===== config.mk =====
export PLATFORM = sky130hd
export DESIGN_NAME = cpc_div
export DESIGN_NICKNAME = d
export VERILOG_FILES = /design/src/hw/rtl/cpc_pkg.sv /design/src/hw/rtl/cpc_div.sv
export SDC_FILE = /design/constraint.sdc
export NUM_CORES = 1
export LEC_CHECK = 0
export BUFFER_PORTS_ARGS = -buffer_cell sky130_fd_sc_hd__buf_2
export CAP_MARGIN = 25
export CORE_MARGIN = 1
export CORE_UTILIZATION = 45
export CTS_BUF_LIST = sky130_fd_sc_hd__clkbuf_8
export CTS_CLUSTER_SIZE = 16
export DETAILED_ROUTE_END_ITERATION = 16
export MAX_ROUTING_LAYER = met4
export PLACE_DENSITY = 0.72
export SYNTH_ARGS = -nofsm -noshare
export SYNTH_HDL_FRONTEND = slang
export SYNTH_SLANG_ARGS = --single-unit

===== constraint.sdc =====
create_clock -name clk_i -period 2.25 [get_ports clk_i]
set_input_delay 0.45 -clock clk_i [delete_from_list [all_inputs] [get_ports clk_i]]
set_output_delay 0.45 -clock clk_i [all_outputs]
set_load 0.01 [all_outputs]

===== src/hw/rtl/cpc_pkg.sv =====
`default_nettype none

package cpc_pkg;

  localparam int unsigned InDepth  = 512;
  localparam int unsigned ResDepth = 256;
  localparam int unsigned InAw     = $clog2(InDepth);
  localparam int unsigned ResAw    = $clog2(ResDepth);
  localparam int unsigned WpW      = 10;
  localparam int unsigned DivNw    = 25;
  localparam int unsigned DivDw    = 9;
  localparam int unsigned DivCw    = $clog2(DivNw);

  localparam logic [31:0] UnitStep = 32'h0001_0000;

  localparam logic [7:0] CMD_PLANAR  = 8'h01;
  localparam logic [7:0] CMD_TRANSP  = 8'h03;
  localparam logic [7:0] CMD_OVERLAY = 8'h05;
  localparam logic [7:0] CMD_REVERSE = 8'h06;
  localparam logic [7:0] CMD_MUL     = 8'h09;
  localparam logic [7:0] CMD_SCALE   = 8'h0d;

  typedef enum logic [1:0] {
    STG_CMD,
    STG_FIX,
    STG_BMP
  } stage_e;

  typedef enum logic [2:0] {
    S_IDLE,
    S_RESP,
    S_DIV,
    S_ADDR,
    S_DATA,
    S_MULW
  } state_e;

endpackage

`default_nettype wire


===== src/hw/rtl/cpc_div.sv =====
`default_nettype none

module cpc_div (
  input  wire logic                       clk_i,
  input  wire logic                       rst_ni,
  input  wire logic                       start_i,
  input  wire logic [cpc_pkg::DivNw-1:0]  dividend_i,
  input  wire logic [cpc_pkg::DivDw-1:0]  divisor_i,
  output logic                            done_o,
  output logic [cpc_pkg::DivNw-1:0]       quot_o
);

  logic                       run_q;
  logic                       done_q;
  logic [cpc_pkg::DivCw-1:0]  cnt_q;
  logic [cpc_pkg::DivDw-1:0]  div_q;
  logic [cpc_pkg::DivDw-1:0]  rem_q;
  logic [cpc_pkg::DivDw-1:0]  rem_d;
  logic [cpc_pkg::DivNw-1:0]  quo_q;
  logic [cpc_pkg::DivDw:0]    trial;
  logic                       ge;

  always_comb begin
    trial = {rem_q, quo_q[cpc_pkg::DivNw-1]};
    ge    = trial >= {1'b0, div_q};
    rem_d = ge ? cpc_pkg::DivDw'(trial - {1'b0, div_q}) : cpc_pkg::DivDw'(trial);
  end

  always_ff @(posedge clk_i or negedge rst_ni) begin
    if (!rst_ni) begin
      run_q  <= 1'b0;
      done_q <= 1'b0;
      cnt_q  <= '0;
    end else begin
      done_q <= run_q && (cnt_q == '0);
      if (start_i) begin
        run_q <= 1'b1;
        cnt_q <= cpc_pkg::DivCw'(cpc_pkg::DivNw - 1);
      end else if (run_q) begin
        if (cnt_q == '0) begin
          run_q <= 1'b0;
        end else begin
          cnt_q <= cnt_q - 1'b1;
        end
      end
    end
  end

  always_ff @(posedge clk_i) begin
    if (start_i) begin
      div_q <= divisor_i;
      rem_q <= '0;
      quo_q <= dividend_i;
    end else if (run_q) begin
      rem_q <= rem_d;
      quo_q <= {quo_q[cpc_pkg::DivNw-2:0], ge};
    end
  end

  assign done_o = done_q;
  assign quot_o = quo_q;

endmodule

`default_nettype wire


# After elaboration in Yosys (flattened, before gate mapping)
# Index checks and enable logic that the tools add are counted.
totals:
  word_cells: 23
  inputBits: 37
  out_inout_bits: 26
  register_bits: 50
classes:
  n_addsub: 2
  mux: 9
  n_eq_ne: 1
  order_cmp: 1
  reduce_logical: 4
op_table:
  columns: ["cell", "count"]
  rows:
  - ["$mux 25", 2]
  - ["$mux 5", 3]
  - ["$ge 10x9->1", 1]
  - ["$mux 9", 1]
  - ["$sub 9x9->9", 1]
  - ["$logic_not 5->1", 1]
  - ["$sub 5x1->5 const B", 1]
  - ["$mux 1", 3]
  - ["$ne 2x2->1 const B", 1]
  - ["$reduce_and 2->1", 1]
  - ["$reduce_bool 2->1", 1]
  - ["$logic_and 1x1->1", 1]

# Depth between registers and ports, before layout
logic_depth:
  depth_word: 4
  ltp_mapped: 10
  depth_no_buf: 9

# Least setup slack after synthesis
# Ideal clock, no wire load.
synth_path:
  path_type: "register to register"
  start: "register quo_q (netlist bit quot_o[24])"
  end: "register quo_q (netlist bit quot_o[0]), data pin"
  required_ps: 1990
  slack_ps: -347
  period_less_slack_ps: 2597
  arrival_time_ps: 2337
  path_buffers: 1
  setup_time_ps: 260
  path_stages_with_launch: 11
  path_cell_list: "edfxtp_1 > inv_1 > ha_1 > inv_1 > fa_1 > a211oi_4 > o31ai_4 > a211oi_4 > buf_6 > inv_2 > mux2_2"
synth_via:
  elab_chain_len: 3
synth_lines:
  columns: ["element", "line_no", "source"]
  rows:
  - ["start: declaration", "cpc_div.sv:19", "logic [cpc_pkg::DivNw-1:0] quo_q;"]
  - ["start signal: assignment", "cpc_div.sv:53", "quo_q <= dividend_i;"]
  - ["start signal: assignment", "cpc_div.sv:56", "quo_q <= {quo_q[cpc_pkg::DivNw-2:0], ge};"]
  - ["$ge 10x9->1", "cpc_div.sv:25", "ge = trial >= {1'b0, div_q};"]
  - ["$mux 25", "cpc_div.sv:54", "end else if (run_q) begin"]
  - ["$mux 25", "cpc_div.sv:50", "if (start_i) begin"]
# No other way between the ends. The select of a mux whose other input is x is not followed.
# A chain may end at the register's enable or synchronous reset.

# Worst setup path after layout
# Same ends and word-level chain as after synthesis.

==> impl_metrics.prom <==
# TYPE chip_impl_metric gauge
chip_impl_info{name="status",value="finished, violations left"} 1
chip_impl_info{name="violations",value="negative setup slack"} 1
chip_impl_metric{name="global_route.usage.met2",unit="%"} 26.0
chip_impl_metric{name="first_pass_grt_wire_length",unit="um"} 7340
chip_impl_metric{name="detail-route-antenna-nets",unit=""} 0
chip_impl_metric{name="netlist_area",unit="sq um"} 2540
chip_impl_metric{name="synth-async-reset-ratio",unit="%"} 14.0
chip_impl_metric{name="flow.area_growth_from_synthesis",unit="%"} 24.5
chip_impl_metric{name="syn-num-nets",unit=""} 246
chip_impl_metric{name="final_max_slew_violation_count",unit=""} 0
chip_impl_info{name="synth.most_common_cell",value="sky130_fd_sc_hd__edfxtp_1"} 1
chip_impl_metric{name="routabilityCongestion",unit=""} 0.816
chip_impl_metric{name="power.ir.vdd_worst",unit="mV"} 0.398
chip_impl_metric{name="power.total",unit="mW"} 3.02
chip_impl_metric{name="final_core_util",unit="%"} 57.8
chip_impl_metric{name="viasPerCell",unit=""} 4.94
chip_impl_metric{name="layout.nets",unit=""} 320
chip_impl_metric{name="routedWlPerCell",unit="um"} 13.1
chip_impl_info{name="synth.cells.most_frequent",value="sky130_fd_sc_hd__edfxtp_1, sky130_fd_sc_hd__mux2_2, sky130_fd_sc_hd__inv_1, sky130_fd_sc_hd__nor2_1, sky130_fd_sc_hd__ha_1"} 1
chip_impl_metric{name="synth_sequential_area_ratio",unit="%"} 54.1
chip_impl_metric{name="gr-usage-met1",unit="%"} 19.7
chip_impl_metric{name="gr-usage-all-layers",unit="%"} 16.4
chip_impl_info{name="worstHoldPathType",value="input port to flip-flop"} 1
chip_impl_metric{name="buffer_ports.inserted",unit=""} 62
chip_impl_metric{name="worst_slew_pin_slew",unit="ps"} 587
chip_impl_metric{name="dr.pass1.iters",unit=""} 4
chip_impl_metric{name="clock_transition_at_the_registers_of_the_reported_paths",unit="ps"} 90
chip_impl_info{name="critPathCaptureType",value="flip-flop"} 1
chip_impl_info{name="tritoncts",value="built"} 1
chip_impl_metric{name="yosysWarnings",unit=""} 0
chip_impl_metric{name="fp.dieH",unit="um"} 77.2
chip_impl_metric{name="h-tree-depth",unit=""} 2
chip_impl_metric{name="power-per-cell-area",unit="nW/um^2"} 954
chip_impl_metric{name="n_antenna_cell",unit=""} 0
chip_impl_metric{name="syn_area_per_cell",unit="sq um"} 12.9
chip_impl_metric{name="largest_net_degree_at_the_start_of_global_routing",unit=""} 26
chip_impl_metric{name="detailroute.via_count",unit=""} 1700
chip_impl_metric{name="synth_top_area_share",unit="%"} 40.2
chip_impl_info{name="ys_dominant_reg_cell",value="sky130_fd_sc_hd__edfxtp_1"} 1
chip_impl_metric{name="finalWorstPathRequiredPeriod",unit="ps"} 2340
chip_impl_metric{name="slew_headroom",unit="%"} 60.9
chip_impl_info{name="synthTopCellsByArea",value="sky130_fd_sc_hd__edfxtp_1, sky130_fd_sc_hd__mux2_2, sky130_fd_sc_hd__dfxtp_1"} 1
chip_impl_metric{name="first_global_vias",unit=""} 1615
chip_impl_metric{name="totalWireLength",unit="um"} 4510
chip_impl_metric{name="floorplan.core_area",unit="sq um"} 5470
chip_impl_metric{name="grt_util_met3",unit="%"} 4.52
chip_impl_metric{name="route.detailed.drc",unit=""} 0
chip_impl_metric{name="floorplan.initialDensity",unit="%"} 46.5
chip_impl_metric{name="ctsLongestPathBuffers",unit=""} 2
chip_impl_info{name="top_usage_layer",value="met2"} 1
chip_impl_metric{name="drive_above_1_share",unit="%"} 46.3
chip_impl_metric{name="setup_violations",unit=""} 8
chip_impl_info{name="grt_setup_unrepaired",value="true"} 1
chip_impl_metric{name="rows",unit=""} 27
chip_impl_metric{name="postSynthRegisterBits",unit=""} 50
chip_impl_info{name="timing.setup.critical_path_class",value="flip-flop to flip-flop"} 1
chip_impl_metric{name="max_clock_freq",unit="GHz"} 0.428
chip_impl_metric{name="insertion_delay",unit="ps"} 310
chip_impl_info{name="yosys.area.top_type",value="sky130_fd_sc_hd__edfxtp_1"} 1
chip_impl_metric{name="drv_cap",unit=""} 0
chip_impl_metric{name="synth-edff-count",unit=""} 34
chip_impl_metric{name="hold_viol_final",unit=""} 0
chip_impl_info{name="setup.worst_path.start_class",value="flip-flop"} 1
chip_impl_metric{name="cellLeakagePower",unit="nW"} 1.40
chip_impl_metric{name="tritoncts.num_buffers",unit=""} 5
chip_impl_metric{name="die_x",unit="um"} 77.2
chip_impl_metric{name="setup_ws",unit="ps"} -86.3
chip_impl_info{name="clock-root-buffer",value="sky130_fd_sc_hd__clkbuf_8"} 1
chip_impl_metric{name="grt-ovfl-total",unit=""} 0
chip_impl_metric{name="syn_inst",unit=""} 197
chip_impl_metric{name="min_period_over_period",unit="%"} 104
chip_impl_metric{name="worst-endpoint-arrival",unit="ps"} 2410
chip_impl_metric{name="skew",unit="ps"} 14.1
chip_impl_metric{name="grt_antenna_before_repair",unit=""} 0
chip_impl_metric{name="crit_fanout",unit=""} 4
chip_impl_metric{name="synth.distinct_cells",unit=""} 46
chip_impl_metric{name="design.portCount",unit=""} 63
chip_impl_metric{name="design.die.area",unit="sq um"} 5950
chip_impl_metric{name="hpwlAfterDp",unit="um"} 3290
chip_impl_metric{name="worst_ep_required_time",unit="ps"} 2320
chip_impl_metric{name="detail_route.iter0.violations",unit=""} 83
chip_impl_metric{name="clock-sinks",unit=""} 50
-- what timing repair did --
| item | 4_1_cts | 5_1_grt |
|---|---|---|
| cloned | 0 | 0 |
| endpoints found under the hold margin | 7 | 0 |
| pin swaps | 5 | 2 |
| setup endpoints to repair | 9 | 10 |
| buffers inserted | 1 | 0 |
| resized for setup | 7 | 3 |
| hold buffers | 1 | 0 |
-- registers in the layout (all words and copies together) (netlist names) --
name,count
quot_o,25
cnt_q,5
div_q,9
rem_q,9
run_q,1
done_o,1
-- per-stage QoR --
stage	TNS [ps]	setup slack, ps	cells	hold WS [ps]	instance area [sq um]
3_3_place_gp	0	2.45	334	293	2990
4_1_cts	-499	-93.2	344	299	3150
2_1_floorplan	-484	-213	197	154	2540
5_1_grt	-1520	-200	344	291	3170
3_5_place_dp	-405	-84.9	334	295	2990
6_report	-423	-86.3	344	308	3170
-- per-layer routing --
layer	vias to the layer above	wire length [um]
met1	790	2060
met2	32	2190
met4	0	79
li1	870	-
met3	8	180
met5	-	0
-- cells in the final DEF (no fill, tap or decap), types with 2 or more instances in the layout --
cell type / Yosys / final
sky130_fd_sc_hd__buf_2: 0 / 62
sky130_fd_sc_hd__edfxtp_1: 34 / 34
sky130_fd_sc_hd__mux2_2: 25 / 25
sky130_fd_sc_hd__nor2_1: 13 / 13
sky130_fd_sc_hd__inv_1: 13 / 12
sky130_fd_sc_hd__buf_4: 0 / 11
sky130_fd_sc_hd__ha_1: 11 / 10
sky130_fd_sc_hd__dfxtp_1: 9 / 9
sky130_fd_sc_hd__dfrtp_1: 7 / 7
sky130_fd_sc_hd__clkbuf_8: 0 / 6
sky130_fd_sc_hd__xor2_1: 5 / 5
sky130_fd_sc_hd__a211oi_1: 5 / 5
sky130_fd_sc_hd__nand2_1: 5 / 4
sky130_fd_sc_hd__mux2i_1: 4 / 4
sky130_fd_sc_hd__xnor2_1: 4 / 4
sky130_fd_sc_hd__nand3_1: 3 / 3
sky130_fd_sc_hd__nor3_1: 3 / 3
sky130_fd_sc_hd__nor2b_1: 3 / 3
sky130_fd_sc_hd__nand2b_1: 3 / 3
sky130_fd_sc_hd__and3_1: 2 / 2
sky130_fd_sc_hd__a211oi_4: 2 / 2
sky130_fd_sc_hd__o31ai_4: 1 / 2
sky130_fd_sc_hd__a21o_1: 2 / 2
sky130_fd_sc_hd__a211o_1: 2 / 2
sky130_fd_sc_hd__inv_2: 1 / 2
sky130_fd_sc_hd__or2_2: 2 / 2
sky130_fd_sc_hd__a21oi_1: 2 / 2
sky130_fd_sc_hd__o21ai_0: 2 / 2
sky130_fd_sc_hd__nor3b_1: 2 / 2
sky130_fd_sc_hd__a31oi_1: 2 / 2
sky130_fd_sc_hd__nand4b_1: 2 / 2
sky130_fd_sc_hd__or3b_2: 2 / 2
sky130_fd_sc_hd__o311ai_1: 0 / 2
sky130_fd_sc_hd__buf_6: 1 / 2
-- logic make-up after synthesis --
family                   share of synthesized area [%]
AO/OA/AOI/OAI                                     10.5
XOR/XNOR                                          3.10
adder cells (fa/ha/maj)                           6.20
buffers and inverters                             3.69
flip-flops                                        54.1
multiplexers                                      12.6
AND/OR/NAND/NOR                                   9.70
-- worst max-delay path: stages (launching register included) --
cell	delay [ps]
sky130_fd_sc_hd__edfxtp_1	390
sky130_fd_sc_hd__inv_1	70
sky130_fd_sc_hd__ha_2	180
sky130_fd_sc_hd__inv_2	50
sky130_fd_sc_hd__fa_2	360
sky130_fd_sc_hd__a211oi_4	270
sky130_fd_sc_hd__o31ai_4	110
sky130_fd_sc_hd__a211oi_4	310
sky130_fd_sc_hd__inv_2	80
sky130_fd_sc_hd__mux2_2	260
-- cell type report --
type / count / area (sq um)
clock inverter: 2 / 38.8
fill: 463 / 2310
inverter: 14 / 52.6
sequential: 50 / 1380
tap: 72 / 90.1
timing repair buffer: 76 / 425
multi-input combinational: 124 / 1100
clock buffer: 6 / 82.6
-- final timing paths --
check / from / endpoint / slack (ps) / cells past startpoint
max in group asynchronous: rst_ni / cnt_q[2] / 1610 / 2
min: divisor_i[0] / div_q[0] / 310 / 1
max: quot_o[24] / quot_o[0] / -90 / 9
max reg2reg: quot_o[24] / quot_o[0] / -90 / 9
min in group asynchronous: rst_ni / cnt_q[1] / 490 / 2
min reg2reg: rem_q[7] / rem_q[7] / 510 / 2
-- report_power, final --
part / switching, mW / internal (mW) / leakage (nW)
logic: 0.529 / 0.568 / 0.835
clock network: 0.310 / 0.366 / 0.0618
registers: 0.103 / 1.14 / 0.508
total: 0.942 / 2.08 / 1.40
Power figures use the tool's default switching activity.
